<file path="config.mk">
export PLATFORM = sky130hd
export DESIGN_NAME = sync_length_xor_frame_deframer_top
export DESIGN_NICKNAME = d
export VERILOG_FILES = /design/src/design/sfd_pkg.sv /design/src/design/sfd_in_stage.sv /design/src/design/sfd_core.sv /design/src/design/sfd_out_stage.sv /design/src/design/sync_length_xor_frame_deframer_top.sv
export VERILOG_INCLUDE_DIRS = /design/src /design/src/design
export SDC_FILE = /design/constraint.sdc
export NUM_CORES = 1
export LEC_CHECK = 0
export BUFFER_PORTS_ARGS = -buffer_cell sky130_fd_sc_hd__buf_2
export CORE_ASPECT_RATIO = 0.9
export CORE_MARGIN = 2
export CORE_UTILIZATION = 53
export CTS_CLUSTER_DIAMETER = 30
export DETAILED_ROUTE_END_ITERATION = 6
export PLACE_DENSITY = 0.85
export SLEW_MARGIN = 20
export SYNTH_ARGS = -nofsm -noshare
export SYNTH_HDL_FRONTEND = slang
export SYNTH_HIERARCHICAL = 1
export SYNTH_SLANG_ARGS = --single-unit
export TNS_END_PERCENT = 5
</file>
<file path="constraint.sdc">
create_clock -name clk -period 5.8 [get_ports clk]
set_input_delay 0.87 -clock clk [delete_from_list [all_inputs] [get_ports clk]]
set_output_delay 0.87 -clock clk [all_outputs]
set_load 0.1 [all_outputs]
</file>
<file path="src/design/sync_length_xor_frame_deframer_top_defines.svh">
// Assertion macros used by the deframer core.
`ifndef SYNC_LENGTH_XOR_FRAME_DEFRAMER_TOP_DEFINES_SVH
`define SYNC_LENGTH_XOR_FRAME_DEFRAMER_TOP_DEFINES_SVH

// Same-cycle implication, sampled on clk, off while rst_n is low.
`define SFD_ASSERT_IMPL(lbl, ante, cons, msg) \
  lbl: assert property (@(posedge clk) disable iff (!rst_n) (ante) |-> (cons)) else $error(msg);

// Next-cycle implication, sampled on clk, off while rst_n is low.
`define SFD_ASSERT_NEXT(lbl, ante, cons, msg) \
  lbl: assert property (@(posedge clk) disable iff (!rst_n) (ante) |=> (cons)) else $error(msg);

`endif

</file>
<file path="src/design/sfd_pkg.sv">
// Types and constants for the sync/length/XOR frame deframer.
package sfd_pkg;

  localparam int LENGTH_BITS = 24;   // width of the length accumulator
  localparam int IDX_W       = 24;   // byte index / payload length / limit width

  localparam logic [7:0]       SYNC_HI     = 8'hAA;
  localparam logic [7:0]       SYNC_LO     = 8'h55;
  localparam logic [7:0]       SYNC_ZERO   = 8'h00;
  localparam logic [7:0]       XOR_SEED    = SYNC_ZERO ^ SYNC_HI ^ SYNC_LO;
  localparam logic [IDX_W-1:0] MAX_LEN_RST = IDX_W'(65535);

  typedef enum logic [2:0] {
    PH_HUNT,
    PH_SYNC2,
    PH_ZERO,
    PH_LEN,
    PH_LENX,
    PH_CMD,
    PH_DATA,
    PH_END
  } phase_t;

  typedef enum logic [2:0] {
    KIND_PAYLOAD   = 3'd0,
    KIND_OK        = 3'd1,
    KIND_CKSUM_ERR = 3'd2,
    KIND_LENX_ERR  = 3'd3,
    KIND_RANGE_ERR = 3'd4
  } kind_t;

  typedef struct packed {
    logic [7:0] rx_byte;
    logic       abort;
  } rx_item_t;

  typedef struct packed {
    kind_t            kind;
    logic [7:0]       frame_cmd;
    logic [7:0]       payload_byte;
    logic [IDX_W-1:0] byte_index;
    logic [IDX_W-1:0] payload_len;
    logic             last_byte;
  } result_t;

endpackage

</file>
<file path="src/design/sfd_in_stage.sv">
// Input request register of the deframer.
module sfd_in_stage (
  input  logic              clk,
  input  logic              rst_n,
  input  logic              in_valid,
  output logic              in_ready,
  input  sfd_pkg::rx_item_t in_item,
  input  logic              take,      // downstream consumes the held request
  output logic              q_valid,
  output sfd_pkg::rx_item_t q_item
);
  import sfd_pkg::*;

  logic     valid_r, valid_nxt;
  rx_item_t item_r;

  assign in_ready  = !valid_r || take;
  assign valid_nxt = in_valid ? 1'b1 : (take ? 1'b0 : valid_r);

  always_ff @(posedge clk) begin
    if (!rst_n) begin
      valid_r <= 1'b0;
    end else if (in_ready) begin
      valid_r <= valid_nxt;
    end
  end

  always_ff @(posedge clk) begin
    if (in_valid && in_ready) begin
      item_r <= in_item;
    end
  end

  assign q_valid = valid_r;
  assign q_item  = item_r;

endmodule

</file>
<file path="src/design/sfd_core.sv">
// Frame parser: parse state and one step of the deframing rules per request.
module sfd_core (
  input  logic                      clk,
  input  logic                      rst_n,
  input  logic                      step_en,
  input  sfd_pkg::rx_item_t         item,
  input  logic [sfd_pkg::IDX_W-1:0] max_len,
  output logic                      res_valid,
  output sfd_pkg::result_t          res
);
  import sfd_pkg::*;

  `include "sync_length_xor_frame_deframer_top_defines.svh"

  phase_t                 phase_r, phase_nxt;
  logic [LENGTH_BITS-1:0] acc_r, acc_nxt;
  logic [7:0]             chk_r, chk_nxt;
  logic [7:0]             xor_r, xor_nxt;
  logic [IDX_W-1:0]       cnt_r, cnt_nxt;
  logic [7:0]             cmd_r, cmd_nxt;

  logic [LENGTH_BITS-1:0] len_less2;
  logic [IDX_W:0]         idx_inc;
  logic                   is_last;
  logic [7:0]             d;

  assign d         = item.rx_byte;
  assign len_less2 = acc_r - LENGTH_BITS'(2);
  assign idx_inc   = {1'b0, cnt_r} + (IDX_W+1)'(1);
  assign is_last   = idx_inc >= {1'b0, IDX_W'(acc_r)};

  always_comb begin
    phase_nxt = phase_r;
    acc_nxt   = acc_r;
    chk_nxt   = chk_r;
    xor_nxt   = xor_r;
    cnt_nxt   = cnt_r;
    cmd_nxt   = cmd_r;
    res_valid = 1'b0;
    res       = '0;
    if (item.abort) begin
      phase_nxt = PH_HUNT;
    end else begin
      case (phase_r)
        PH_HUNT: begin
          phase_nxt = (d == SYNC_HI) ? PH_SYNC2 : PH_HUNT;
        end
        PH_SYNC2: begin
          phase_nxt = (d == SYNC_LO) ? PH_ZERO : PH_HUNT;
        end
        PH_ZERO: begin
          if (d == SYNC_ZERO) begin
            xor_nxt   = XOR_SEED;
            chk_nxt   = '0;
            acc_nxt   = '0;
            cnt_nxt   = '0;
            phase_nxt = PH_LEN;
          end else begin
            phase_nxt = PH_HUNT;
          end
        end
        PH_LEN: begin
          acc_nxt = LENGTH_BITS'({acc_r, d});
          xor_nxt = xor_r ^ d;
          chk_nxt = chk_r ^ d;
          cnt_nxt = idx_inc[IDX_W-1:0];
          if (idx_inc >= (IDX_W+1)'(3)) begin
            cnt_nxt   = '0;
            phase_nxt = PH_LENX;
          end
        end
        PH_LENX: begin
          xor_nxt = xor_r ^ d;
          if (d == chk_r) begin
            phase_nxt = PH_CMD;
          end else begin
            phase_nxt = PH_HUNT;
            res_valid = 1'b1;
            res.kind  = KIND_LENX_ERR;
          end
        end
        PH_CMD: begin
          cmd_nxt = d;
          xor_nxt = xor_r ^ d;
          cnt_nxt = '0;
          if (acc_r < LENGTH_BITS'(2)) begin
            phase_nxt     = PH_HUNT;
            res_valid     = 1'b1;
            res.kind      = KIND_RANGE_ERR;
            res.frame_cmd = d;
          end else begin
            acc_nxt = len_less2;
            if (IDX_W'(len_less2) > max_len) begin
              phase_nxt       = PH_HUNT;
              res_valid       = 1'b1;
              res.kind        = KIND_RANGE_ERR;
              res.frame_cmd   = d;
              res.payload_len = IDX_W'(len_less2);
            end else begin
              phase_nxt = (len_less2 == '0) ? PH_END : PH_DATA;
            end
          end
        end
        PH_DATA: begin
          xor_nxt          = xor_r ^ d;
          cnt_nxt          = idx_inc[IDX_W-1:0];
          if (is_last) begin
            phase_nxt = PH_END;
          end
          res_valid        = 1'b1;
          res.kind         = KIND_PAYLOAD;
          res.frame_cmd    = cmd_r;
          res.payload_byte = d;
          res.byte_index   = cnt_r;
          res.payload_len  = IDX_W'(acc_r);
          res.last_byte    = is_last;
        end
        PH_END: begin
          phase_nxt       = PH_HUNT;
          res_valid       = 1'b1;
          res.kind        = (xor_r == d) ? KIND_OK : KIND_CKSUM_ERR;
          res.frame_cmd   = cmd_r;
          res.payload_len = IDX_W'(acc_r);
        end
        default: begin
          phase_nxt = PH_HUNT;
        end
      endcase
    end
  end

  always_ff @(posedge clk) begin
    if (!rst_n) begin
      phase_r <= PH_HUNT;
    end else if (step_en) begin
      phase_r <= phase_nxt;
    end
  end

  always_ff @(posedge clk) begin
    if (step_en) begin
      acc_r <= acc_nxt;
      chk_r <= chk_nxt;
      xor_r <= xor_nxt;
      cnt_r <= cnt_nxt;
      cmd_r <= cmd_nxt;
    end
  end

  `SFD_ASSERT_IMPL(a_payload_in_data, step_en && res_valid && res.kind == KIND_PAYLOAD, phase_r == PH_DATA, "payload result outside data phase")
  `SFD_ASSERT_NEXT(a_last_to_end, step_en && res_valid && res.kind == KIND_PAYLOAD && res.last_byte, phase_r == PH_END, "last payload byte did not lead to check byte")
  `SFD_ASSERT_NEXT(a_abort_hunt, step_en && item.abort, phase_r == PH_HUNT, "abort did not force hunt")
  `SFD_ASSERT_IMPL(a_len_count, phase_r == PH_LEN, cnt_r < IDX_W'(3), "length byte count out of range")

endmodule

</file>
<file path="src/design/sfd_out_stage.sv">
// Result register of the deframer.
module sfd_out_stage (
  input  logic             clk,
  input  logic             rst_n,
  input  logic             load,
  input  sfd_pkg::result_t res,
  output logic             space,     // a result may be loaded this cycle
  output logic             out_valid,
  input  logic             out_ready,
  output sfd_pkg::result_t out_res
);
  import sfd_pkg::*;

  logic    valid_r, valid_nxt;
  result_t res_r;

  assign space     = !valid_r || out_ready;
  assign valid_nxt = load ? 1'b1 : (out_ready ? 1'b0 : valid_r);

  always_ff @(posedge clk) begin
    if (!rst_n) begin
      valid_r <= 1'b0;
    end else begin
      valid_r <= valid_nxt;
    end
  end

  always_ff @(posedge clk) begin
    if (load) begin
      res_r <= res;
    end
  end

  assign out_valid = valid_r;
  assign out_res   = res_r;

endmodule

</file>
<file path="src/design/sync_length_xor_frame_deframer_top.sv">
// Top level of the sync-word / length / XOR-checksum frame deframer.
//
// Received bytes arrive as requests on the in_ channel and are parsed against the
// frame layout AA 55 00 L2 L1 L0 LX CMD payload... CK, where L2..L0 is a big-endian
// length equal to payload count plus 2, LX is the XOR of the length bytes and CK
// is the XOR of every frame byte before it. Each payload byte yields one result
// (kind 0) with its index and a last flag; frame end or a framing fault yields one
// status result (1 ok, 2 checksum error, 3 length XOR error, 4 length out of range,
// meaning length below 2 or payload above the limit). Bad sync bytes and aborted
// requests return to the hunt silently. Throughput is one request per clock while
// the result register is not stalled; a request is held in the input register and
// its result, if any, is loaded into the result register when the parser takes it.
// The parser state update is the single loop that sets this rate: one byte fully
// decides the next state. in_ready drops only when both the input register and
// the result register are full and out_ready is low. The payload limit register
// (reset 65535) is written through cfg_ (cfg_ready is always high) and must only be
// changed while no frame is in flight.
module sync_length_xor_frame_deframer_top (
  input  logic                      clk,
  input  logic                      rst_n,
  input  logic                      in_valid,
  output logic                      in_ready,
  input  logic [7:0]                in_rx_byte,
  input  logic                      in_abort,
  output logic                      out_valid,
  input  logic                      out_ready,
  output logic [2:0]                out_kind,
  output logic [7:0]                out_frame_cmd,
  output logic [7:0]                out_payload_byte,
  output logic [sfd_pkg::IDX_W-1:0] out_byte_index,
  output logic [sfd_pkg::IDX_W-1:0] out_payload_len,
  output logic                      out_last_byte,
  input  logic                      cfg_valid,
  output logic                      cfg_ready,
  input  logic [sfd_pkg::IDX_W-1:0] cfg_max_payload_len
);
  import sfd_pkg::*;

  rx_item_t         in_item;
  rx_item_t         q_item;
  logic             q_valid;
  logic             step_en;     // held request is consumed by the parser
  logic             space;       // result register can take a result
  logic             res_valid;
  result_t          res;
  result_t          out_res;
  logic [IDX_W-1:0] max_len_r;

  // Configuration: single register, no backpressure.
  assign cfg_ready = 1'b1;

  always_ff @(posedge clk) begin
    if (!rst_n) begin
      max_len_r <= MAX_LEN_RST;
    end else if (cfg_valid && cfg_ready) begin
      max_len_r <= cfg_max_payload_len;
    end
  end

  assign in_item.rx_byte = in_rx_byte;
  assign in_item.abort   = in_abort;

  // The parser steps whenever a request is held and the result register has room,
  // whether or not this byte produces a result.
  assign step_en = q_valid && space;

  sfd_in_stage u_in (
    .clk      (clk),
    .rst_n    (rst_n),
    .in_valid (in_valid),
    .in_ready (in_ready),
    .in_item  (in_item),
    .take     (step_en),
    .q_valid  (q_valid),
    .q_item   (q_item)
  );

  sfd_core u_core (
    .clk       (clk),
    .rst_n     (rst_n),
    .step_en   (step_en),
    .item      (q_item),
    .max_len   (max_len_r),
    .res_valid (res_valid),
    .res       (res)
  );

  sfd_out_stage u_out (
    .clk       (clk),
    .rst_n     (rst_n),
    .load      (step_en && res_valid),
    .res       (res),
    .space     (space),
    .out_valid (out_valid),
    .out_ready (out_ready),
    .out_res   (out_res)
  );

  assign out_kind         = out_res.kind;
  assign out_frame_cmd    = out_res.frame_cmd;
  assign out_payload_byte = out_res.payload_byte;
  assign out_byte_index   = out_res.byte_index;
  assign out_payload_len  = out_res.payload_len;
  assign out_last_byte    = out_res.last_byte;

endmodule

</file>
### Yosys cells after proc, flatten, opt, wreduce, memory -nomap -nowiden

Cells that the tools add are included.
W data, S select, Z words.

| operators by class | value |
|---|---|
| $add $sub $neg | 2 |
| eq/ne operators | 15 |
| reduce and logical (&&, ||, !) cells | 26 |
| $lt $le $gt $ge | 4 |
| bitwise logic cells | 4 |
| mux-type cells | 38 |

Operators by type and width:

| cell | number |
|---|---|
| $mux W24 | 5 |
| $pmux W24 S4 | 1 |
| $pmux W24 S3 | 1 |
| $pmux W24 S2 | 1 |
| $pmux W8 S2 | 3 |
| $add A24 B1 Y25 const B | 1 |
| $ge A25 B2 Y1 const B | 1 |
| $ge A25 B24 Y1 | 1 |
| $gt A24 B24 Y1 | 1 |
| $logic_not A24 Y1 | 1 |
| $lt A24 B2 Y1 const B | 1 |
| $pmux W3 S8 | 1 |
| $sub A24 B2 Y24 const B | 1 |
| $mux W11 | 2 |
| $mux W3 | 6 |
| $eq A8 B8 Y1 | 2 |
| $mux W8 | 2 |
| $xor A8 B8 Y8 | 2 |
| $eq A3 B3 Y1 const B | 4 |
| $reduce_and A4 Y1 | 3 |
| $mux W1 | 10 |
| $pmux W3 S3 | 1 |
| $eq A8 B7 Y1 const B | 1 |
| $eq A8 B8 Y1 const B | 1 |
| other kinds (21) | 36 |

| word-level totals | value |
|---|---|
| input port bits | 38 |
| word-level logic and storage cells | 106 |
| register bits | 178 |

### Logic depth before layout (Yosys ltp)

Gate-level depths: netlist (run 1).

| logic depth | value |
|---|---|
| depth in word-level cells | 8 |
| mapped depth | 19 |

### Modules after synthesis

The synthesis (run 1) kept the hierarchy.

Modules (own cells, without submodules):

| module | cells each | instances | area each (µm²) |
|---|---|---|---|
| sfd_core | 741 | 1 | 6,359.8 |
| sfd_out_stage | 72 | 1 | 2,090.8 |
| sync_length_xor_frame_deframer_top | 81 | 1 | 904.6 |
| sfd_in_stage | 14 | 1 | 327.8 |

### Worst setup path before layout (run 1)

OpenSTA, ideal clock, no wires.

| timing path | value |
|---|---|
| path kind | register to register |
| start | register u_core.acc_r[3] |
| end | register u_out.res_r, in the netlist u_out/out_res[0], enable pin |
| slack | -14 ps |
| arrival | 5,379 ps |
| required time | 5,365 ps |
| stages on the path, launching flop included | 16 |
| clock period less this slack | 5,814 ps |
| path buffers | 1 |
| cells stage by stage | edfxtp_1 > clkbuf_1 > nor4_2 > nand4_1 > and2_1 > or2_2 > ha_1 > nand4_1 > nor4_1 > a21boi_0 > o31a_1 > o21ai_1 > a21oi_1 > nor3_1 > nor2_1 > and3_1 |

| between the ends | value |
|---|---|
| cells in the longest elaborated chain, start to end | 7 |
| elaborated cells between the ends (all ways) | 8 |
| those cells by class | 1 x add/sub; 2 x order compare; 4 x mux; 1 x reduce/logical |

RTL lines:

| item | RTL line | source |
|---|---|---|
| from (decl) | sfd_core.sv:16 | `logic [LENGTH_BITS-1:0] acc_r, acc_nxt;` |
| from (signal assigned) | sfd_core.sv:142 | `acc_r <= acc_nxt;` |
| $sub A24 B2 Y24 | sfd_core.sv:28 | `assign len_less2 = acc_r - LENGTH_BITS'(2);` |
| $gt A24 B24 Y1 | sfd_core.sv:93 | `if (IDX_W'(len_less2) > max_len) begin` |
| $mux W1 | sfd_core.sv:93 |  |
| $mux W1 * | sfd_core.sv:86 | `if (acc_r < LENGTH_BITS'(2)) begin` |
| $pmux W1 S3 * | sfd_core.sv:44 | `case (phase_r)` |
| $mux W1 * | sfd_core.sv:41 | `if (item.abort) begin` |
| via res_valid | sync_length_xor_frame_deframer_top.sv:44 | `logic res_valid;` |
| $logic_and A1 B1 Y1 * | sync_length_xor_frame_deframer_top.sv:91 | `.load (step_en && res_valid),` |
| to (signal assigned) | sfd_out_stage.sv:30 | `res_r <= res;` |
| to (decl) | sfd_out_stage.sv:15 | `result_t res_r;` |

The timed path passes the listed nets; every way through them passes the cells marked *.
A chain may end at the register's enable or synchronous reset.

### Worst setup path after layout (run 1)

| timing path | value |
|---|---|
| start | register u_core.acc_r[8] |
| end | register u_out.res_r, in the netlist u_out/out_res[18], enable pin |

The elaborated chain is that of the path after synthesis.

==> out/metrics.yaml, run 1 <==
dp_slack_ps: 622
layout.nets: 1087
worstSetupStartpointType: "register"
min_delay_path_depth: 2
run_status: "finished, final reports clean"
clock_latency_ps: 440
dieArea_um2: 19400
min-delay-start: "max_len_r[10]"
p_comb_frac: 0.032
yosysTopAreaCell: "edfxtp_1"
vias_per_cell: 5.84
cp_max_fo: 40
syn_inst: 908
timing.setup.tns_ps: 0
hold_violations: 0
p_int_mw: 2.10
via_count: 7298
antenna_found_initial: 0
crit_arrival_ps: 5530
cts.clk_slew.worst_paths_ps: 70
cts-root-buf: "clkbuf_16"
cts_tree: "done"
synth_nets: 997
cts_post_setup_buffers_inserted: 0
cts.sinks: 178
finalWirelength_mm: 23.0
postLayoutCellArea_um2: 11000
dpl.cell_count: 1219
start_util: 0.544
synth_cell_types: 64
drive_above_1_share: 0.164
regToRegSetupSlack_ps: 390
synth_top_area_frac: 0.462
fmax_mhz: 185
synth.ff_latch_count: 178
r2r-end: "u_out/out_res[18]"
die_h_um: 132
routedWlPerCell_um: 18.4
cts_resized: 0
ys_warn_count: 6
io_buffers: 107
gr-usage-all-layers: 0.241
holdPathEnd: "max_len_r[10]"
fill_cells: 1404
dp_hpwl_mm: 16.4
relSlewSlack: 0.252
drtPass1Iterations: 6
crit_chain: "nor3_1, nand4_1, nor3_1, and3_1, xnor2_1, ha_1, nand2_1, nor2_1, a211oi_1, o21ai_0, o21ai_1, a21oi_1, nor3_1, nor2_1, and3_2, buf_4"
synth.avg_cell_area_um2: 10.7
power_frac_seq: 0.524
htreeDepth: 4
clockBufferDepth: 2
grt_setup_unrepaired: "false"
fp.dieW_um: 146
yosysMostFrequentCell: "edfxtp_1"
reg2reg_from: "u_core/acc_r[8]"
syn_area_um2: 9680
drc: 0
hold_buffers: 0
drv_slew: 0
regArea_um2: 5050
hold_class: "register to register"
synth_edf_count: 149
setup_viol: 0
leakage_nw: 3.99
peakVddDrop_v: 0.000211
finalCritPeriodShare: 0.933
synth_commonest_cells: "149 x edfxtp_1, 77 x nor2_1, 71 x nand2_1"
ant_nets: 0
critPathMaxStageDelay_ps: 640
cts_made_buffers: 17
switching_power_mw: 0.569
globalplace.congestion: 0.930
seq_area_frac_synth: 0.522
critPathKind: "register to register"
grt_start_max_net_pins: 41
required_ps: 5920
cpMostUsedCell: "nor3_1"
row_count: 46
grt-ovfl-total: 0
setup_ws_ps: 389
area_growth_pct: 13.4
synth_area_leaders: "edfxtp_1 46%, ha_1 6.6%, dfxtp_1 6.0%, xnor2_1 4.5%, nor2_1 3.0%"
multi_input_area_um2: 4170
maxCapViolCount: 0
dpl-instance-area_um2: 10400
synth-main-ff-cell: "edfxtp_1"
synthArstFlopShare: 0
sw_frac_of_total: 0.213
drt_iter0_drc: 754
clock_skew_ps: 12.6
p_clk_frac: 0.445
core-area_um2: 17800
tightestPinTransition_ps: 1120
reg2regPathDepth: 16
cpMaxStageDelayCell: "o21ai_1"
end_kind: "register"
fin_crit_ps: 5410
diodes: 0
final_util: 0.617
grt_pass1_vias: 7100
grt_first_pass_wirelength_mm: 36.7
finalNonFillerCells: 1250
powerDensity_nw_per_um2: 243
pin_count: 109
==> worst max path at each step <==
stage	slack [ps]	end	startpoint
global placement	840	u_out/out_res[16]	u_core/acc_r[3]
global route	9	u_out/out_res[16]	u_core/acc_r[8]
CTS	580	u_out/out_res[16]	u_core/acc_r[8]
floorplan	740	u_out/out_res[0]	u_core/acc_r[3]
finish	390	u_out/out_res[18]	u_core/acc_r[8]
detailed placement	620	u_out/out_res[16]	u_core/acc_r[8]
==> cell families after synthesis <==
kind of cell               count (synthesis)  synth area share
and+or+nand+nor                          345             0.186
muxes                                     28            0.0289
xor gates and xnor gates                  60            0.0543
buffers and inverters                    111            0.0490
DFF                                      178             0.522
other                                      1          0.000387
adders and majority gates                 51            0.0659
AOI/OAI and AO/OA                        134            0.0934
==> per-layer routing <==
layer / up-vias / share of wire / global-route usage
met1: 3463 / 0.43 / 0.330
li1: 3438 / - / -
met4: 0 / 0.020 / 0.0949
met2: 351 / 0.47 / 0.381
met5: - / 0 / 0
met3: 46 / 0.077 / 0.0450
==> layout by cell type, fill, tap and decap left out, drive strengths merged, types with 6 or more instances in the layout <==
cell	n
and4	7
nor3	19
a21oi	30
and2	37
a21boi	6
nor4	9
a22oi	23
dfxtp	29
nand2	72
nor2	77
o22ai	9
or3	11
edfxtp	149
mux2i	28
inv	70
xnor2	50
nor2b	31
and3	8
ha	51
nand4	22
xor2	10
o21ai	25
buf	117
nand3	26
clkbuf	18
nand2b	9
==> layout make-up <==
type / count / share of cell area
timing repair buffer: 117 / 0.0556
multi-input combinational: 619 / 0.380
inverter: 65 / 0.0222
clock buffer: 18 / 0.0391
clock inverter: 13 / 0.0158
sequential: 178 / 0.460
tap: 240 / 0.0273
==> worst max-delay path, delay by kind of cell (launching register included) <==
family                     cells  cell delay, ps
and+or+nand+nor                9            2370
AOI/OAI and AO/OA              4            1350
DFF                            1             460
adders and majority gates      1             330
buffers and inverters          1             270
xor gates and xnor gates       1             260
==> state kept, by name (all words and copies together), names as in the netlist <==
signal / count
max_len_r: 24
u_core/acc_r: 24
u_core/chk_r: 8
u_core/cmd_r: 8
u_core/cnt_r: 24
u_core/phase_r: 3
u_core/xor_r: 8
u_in/q_item: 9
u_in/q_valid: 1
u_out/out_res: 68
u_out/out_valid: 1
==> power groups by stage <==
stage	sequential (mW)	combinational (mW)	clock, mW
2_1_floorplan	1.42	0.0676	0
3_3_place_gp	1.43	0.0818	0
3_5_place_dp	1.43	0.0835	0
4_1_cts	1.40	0.0841	1.21
5_1_grt	1.40	0.0939	1.25
6_report	1.40	0.0843	1.19
==> through the flow <==
step,total power [mW],hold WS (ps)
6_report,2.67,477
4_1_cts,2.69,479
3_5_place_dp,1.51,461
5_1_grt,2.75,511
2_1_floorplan,1.48,424
3_3_place_gp,1.51,456
Power figures use the tool's default switching activity.
==> run 2, diff against run 1 <==
Settings changed: GPL_ROUTABILITY_DRIVEN from default to 0, RECOVER_POWER from default to 25.
==> run 2 against run 1 <==
Against the previous run:
- the flow now finishes with violations (capacitance limit, slew limit)
- first-iteration DRC count up 21%
- clock power fell by 7%
- cell count hardly changed
- core utilization down 0.39 points
- die area unchanged
- combinational power is 2% higher
- critical path depth rose by 3
- clock skew is 1.7 ps higher
- worst hold slack is essentially flat
- count of clock-buffer cells in the layout grew 1
- global-route usage about the same
- setup slack gained 140 ps
- critical endpoint is now u_out/out_res[22]
- highest routed layer unchanged
==> out/metrics.yaml, run 2 (synthesis results as in run 1) <==
vias_per_cell: 5.87
drt_iter0_drc: 915
finalNonFillerCells: 1251
cts.sinks: 178
run_status: "finished with violations"
relSlewSlack: -0.0849
finalCritPeriodShare: 0.909
reg2regPathDepth: 19
cp_max_fo: 54
path_depth: 19
violations: "capacitance limit, slew limit"
required_ps: 5910
dp_hpwl_mm: 16.0
ant_nets: 0
via_count: 7348
critPathTopFamily: "simple AND/OR/NAND/NOR gates"
cts_resized: 0
cts_made_buffers: 17
fmax_mhz: 190
grt_first_pass_wirelength_mm: 36.8
cts_tree: "done"
htreeDepth: 4
end_kind: "register"
cts_post_setup_buffers_inserted: 0
clockBufferDepth: 2
largest_register_ffs: 68
finalWirelength_mm: 23.1
layout_common_cells: "149 x edfxtp_1, 80 x buf_2, 77 x nor2_1"
tightestPinTransition_ps: 1630
routedWlPerCell_um: 18.5
row_count: 46
maxCapViolCount: 2
hold_class: "register to register"
min_delay_path_depth: 2
worstSetupStartpointType: "register"
crit_arrival_ps: 5390
grt_pass1_vias: 7122
gr-usage-all-layers: 0.240
pin_count: 109
final_common_cell: "edfxtp_1"
timing.setup.tns_ps: 0
hold_violations: 0
peakVddDrop_v: 0.000209
start_util: 0.544
die_h_um: 132
grt-ovfl-total: 0
clock_skew_ps: 14.3
diodes: 0
cpMaxStageDelayCell: "edfxtp_1"
drc: 0
io_buffers: 107
hold_buffers: 0
critPathMaxStageDelay_ps: 500
area_growth_pct: 12.7
clock_latency_ps: 450
powerDensity_nw_per_um2: 238
critPathKind: "register to register"
fill_cells: 1411
leakage_nw: 3.95
layout.nets: 1087
core-area_um2: 17800
path_buf_inv: 5
crit_chain: "inv_1, ha_1, nand4_1, nor3_1, xnor2_1, inv_1, ha_1, nand4_1, nor4_1, a21boi_0, o31a_1, o21ai_1, buf_4, a21oi_1, buf_4, nor3_1, nor2_1, and3_2, buf_12"
cts.clk_slew.worst_paths_ps: 70
drive_above_1_share: 0.135
dpl.cell_count: 1218
drv_slew: 51
cts-root-buf: "clkbuf_16"
fin_crit_ps: 5270
fp.dieW_um: 146
dieArea_um2: 19400
grt_start_max_net_pins: 55
setup_viol: 0
drtPass1Iterations: 6
grt_setup_unrepaired: "false"
antenna_found_initial: 0
run 2: cell types whose count changed in the layout (fill, tap and decap cells not counted), moves of 3 or more:
cell       previous run  this run
buf_2               107        80
clkbuf_1              1        27
bufinv_16             3         0
clkinv_2              1         4
inv_4                 0         3
run 2: metrics by stage:
stage	hold slack [ps]	area, µm²	total power [mW]	util	setup WS, ps
detailed placement	462	10400	1.51	0.584	744
global placement	454	10400	1.51	0.584	1000
global route	507	10900	2.66	0.614	222
CTS	480	10900	2.61	0.616	698
finish	477	10900	2.59	0.614	528
floorplan	424	9680	1.48	-	744
run 2: worst reg2reg max path: stages (launching register included):
cell and delay, ps:
edfxtp_1 500, inv_1 170, ha_1 380, nand4_1 400, nor3_1 330, xnor2_1 220, inv_1 100, ha_1 320
nand4_1 150, nor4_1 390, a21boi_0 230, o31a_1 170, o21ai_1 70, buf_4 180, a21oi_1 170, buf_4 190
nor3_1 70, nor2_1 100, and3_2 450, buf_12 340
run 2: cell type report:
cell class / count / area (µm²) / area share
clock inverter: 13 / 91.3 / 0.00837
sequential: 178 / 5050 / 0.463
clock buffer: 19 / 475 / 0.0436
timing repair buffer: 117 / 597 / 0.0547
tap: 240 / 300 / 0.0275
inverter: 65 / 244 / 0.0224
multi-input combinational: 619 / 4150 / 0.380
run 2: where the power goes:
part | switching, mW | internal (mW) | total (mW)
Clock | 0.502 | 0.604 | 1.11
Sequential | 0.0173 | 1.38 | 1.40
Combinational | 0.0482 | 0.0381 | 0.0862
Total | 0.568 | 2.02 | 2.59
run 2: worst paths after layout:
check,from,to,slack [ps]
worst max-delay path,u_core/acc_r[1],u_out/out_res[22],530
worst min register to register,max_len_r[6],max_len_r[6],480
worst max register to register,u_core/acc_r[1],u_out/out_res[22],530
worst min-delay path,max_len_r[6],max_len_r[6],480
run 2: routing by layer:
metal | global-route usage | part of all wire | wire [µm] | vias to the layer above
li1 | - | - | - | 3431
met1 | 0.312 | 0.40 | 9210 | 3461
met2 | 0.404 | 0.49 | 11400 | 400
met3 | 0.0536 | 0.089 | 2060 | 56
met4 | 0.0750 | 0.020 | 473 | 0
met5 | 0 | 0 | 0 | -
==> run 3, diff against run 2 <==
Settings changed: REMOVE_ABC_BUFFERS from default to 1.
==> run 3 against run 2 <==
Against the previous run:
- the flow finishes with violations (DRC, capacitance limit, slew limit)
- flip-flop and latch count unchanged
- global-route usage fell by 0.45 points
- first-iteration DRC count fell by 8.2%
- clock power about the same
- combinational power shrank 2%
- setup slack got worse by 76 ps
- largest cell class unchanged
- largest power group unchanged
==> out/metrics.yaml, run 3 (synthesis results as in run 1) <==
drt_iter0_drc: 840
clock_skew_ps: 11.2
drive_above_1_share: 0.135
largest_register_ffs: 68
power_frac_seq: 0.544
io_buffers: 107
cts_resized: 0
leakage_nw: 3.92
hold_violations: 0
violations: "DRC, capacitance limit, slew limit"
critPathMaxStageDelay_ps: 770
pin_count: 109
cts-root-buf: "clkbuf_16"
cpMaxStageDelayCell: "a21oi_1"
fp.dieW_um: 146
dp_hpwl_mm: 16.2
p_clk_frac: 0.424
grt_first_pass_wirelength_mm: 36.2
cp_max_fo: 56
cts_made_buffers: 17
hold_buffers: 0
critPathKind: "register to register"
gr-usage-all-layers: 0.236
hold_class: "register to register"
timing.setup.tns_ps: 0
finalPower_mw: 2.58
multi_input_area_um2: 4150
dieArea_um2: 19400
p_comb_frac: 0.033
layout_common_cells: "149 x edfxtp_1, 82 x buf_2, 76 x nor2_1"
finalCritPeriodShare: 0.922
drc: 1
start_util: 0.544
fill_cells: 1416
fin_crit_ps: 5350
maxCapViolCount: 1
antenna_found_initial: 0
ant_nets: 0
grt-ovfl-total: 0
cts_post_setup_buffers_inserted: 0
core-area_um2: 17800
fmax_mhz: 187
final_common_cell: "edfxtp_1"
htreeDepth: 4
cts.sinks: 178
drv_slew: 25
switching_power_mw: 0.575
routedWlPerCell_um: 18.1
sw_frac_of_total: 0.223
via_count: 7322
vias_per_cell: 5.86
end_kind: "register"
clock_latency_ps: 440
powerDensity_nw_per_um2: 237
cts_tree: "done"
clockBufferDepth: 2
required_ps: 5900
peakVddDrop_v: 0.000211
finalWirelength_mm: 22.6
cts.clk_slew.worst_paths_ps: 70
worstSetupStartpointType: "register"
crit_chain: "inv_1, ha_1, nand4_1, and2_1, or2_2, ha_1, nand4_1, nor4_1, a21boi_0, o31a_1, o21ai_1, a21oi_1, nor3_1, nor2_1, and3_2, buf_12"
crit_arrival_ps: 5450
row_count: 46
drtPass1Iterations: 7
area_growth_pct: 12.4
layout.nets: 1085
die_h_um: 132
regArea_um2: 5050
relSlewSlack: -0.144
grt_pass1_vias: 7200
setup_viol: 0
tightestPinTransition_ps: 1720
run_status: "finished with violations"
p_int_mw: 2.00
grt_start_max_net_pins: 57
grt_setup_unrepaired: "false"
diodes: 0
[run 3: final timing paths]
kind / startpoint / to / slack (ps) / cells past startpoint
setup / recovery: u_core/acc_r[1] / u_out/out_res[23] / 450 / 16
hold / removal: max_len_r[1] / max_len_r[1] / 470 / 2
setup reg to reg: u_core/acc_r[1] / u_out/out_res[23] / 450 / 16
hold reg to reg: max_len_r[1] / max_len_r[1] / 470 / 2
[run 3: cell type report]
class | instances | share of cell area
clock buffer | 20 | 0.0420
clock inverter | 12 | 0.00897
inverter | 65 | 0.0224
multi-input combinational | 619 | 0.382
sequential | 178 | 0.465
tap | 240 | 0.0276
timing repair buffer | 115 | 0.0530
[run 3: worst max-delay path, delay by kind of cell, from the launching register on]
| kind | cells | cell delay, ps |
|---|---|---|
| simple gates | 8 | 2000 |
| compound gates | 4 | 1350 |
| flops | 1 | 480 |
| buf+inv | 2 | 430 |
| fa+ha+maj | 2 | 700 |
[run 3: metrics by stage]
stage / instances / cell area (µm²) / hold slack, ps / utilization / worst slack [ps]
CTS: 1249 / 10900 / 477 / 0.614 / 603
finish: 1249 / 10900 / 474 / 0.612 / 452
floorplan: 862 / 9450 / 440 / - / 9.03
global route: 1249 / 10900 / 511 / 0.612 / 126
global placement: 1217 / 10400 / 456 / 0.583 / 906
detailed placement: 1217 / 10400 / 458 / 0.583 / 631
[run 3: power groups by stage]
| stage | combinational [mW] | sequential (mW) | clock, mW |
|---|---|---|---|
| after global placement | 0.0807 | 1.43 | 0 |
| after detailed placement | 0.0838 | 1.43 | 0 |
| after floorplan | 0.0532 | 1.42 | 0 |
| final | 0.0842 | 1.40 | 1.09 |
| after CTS | 0.0847 | 1.40 | 1.11 |
| after global routing | 0.0938 | 1.40 | 1.16 |
[run 3: per-layer routing]
layer,share of wire,track usage
met5,0,0
met3,0.084,0.0464
met4,0.023,0.0820
met2,0.49,0.400
met1,0.41,0.304
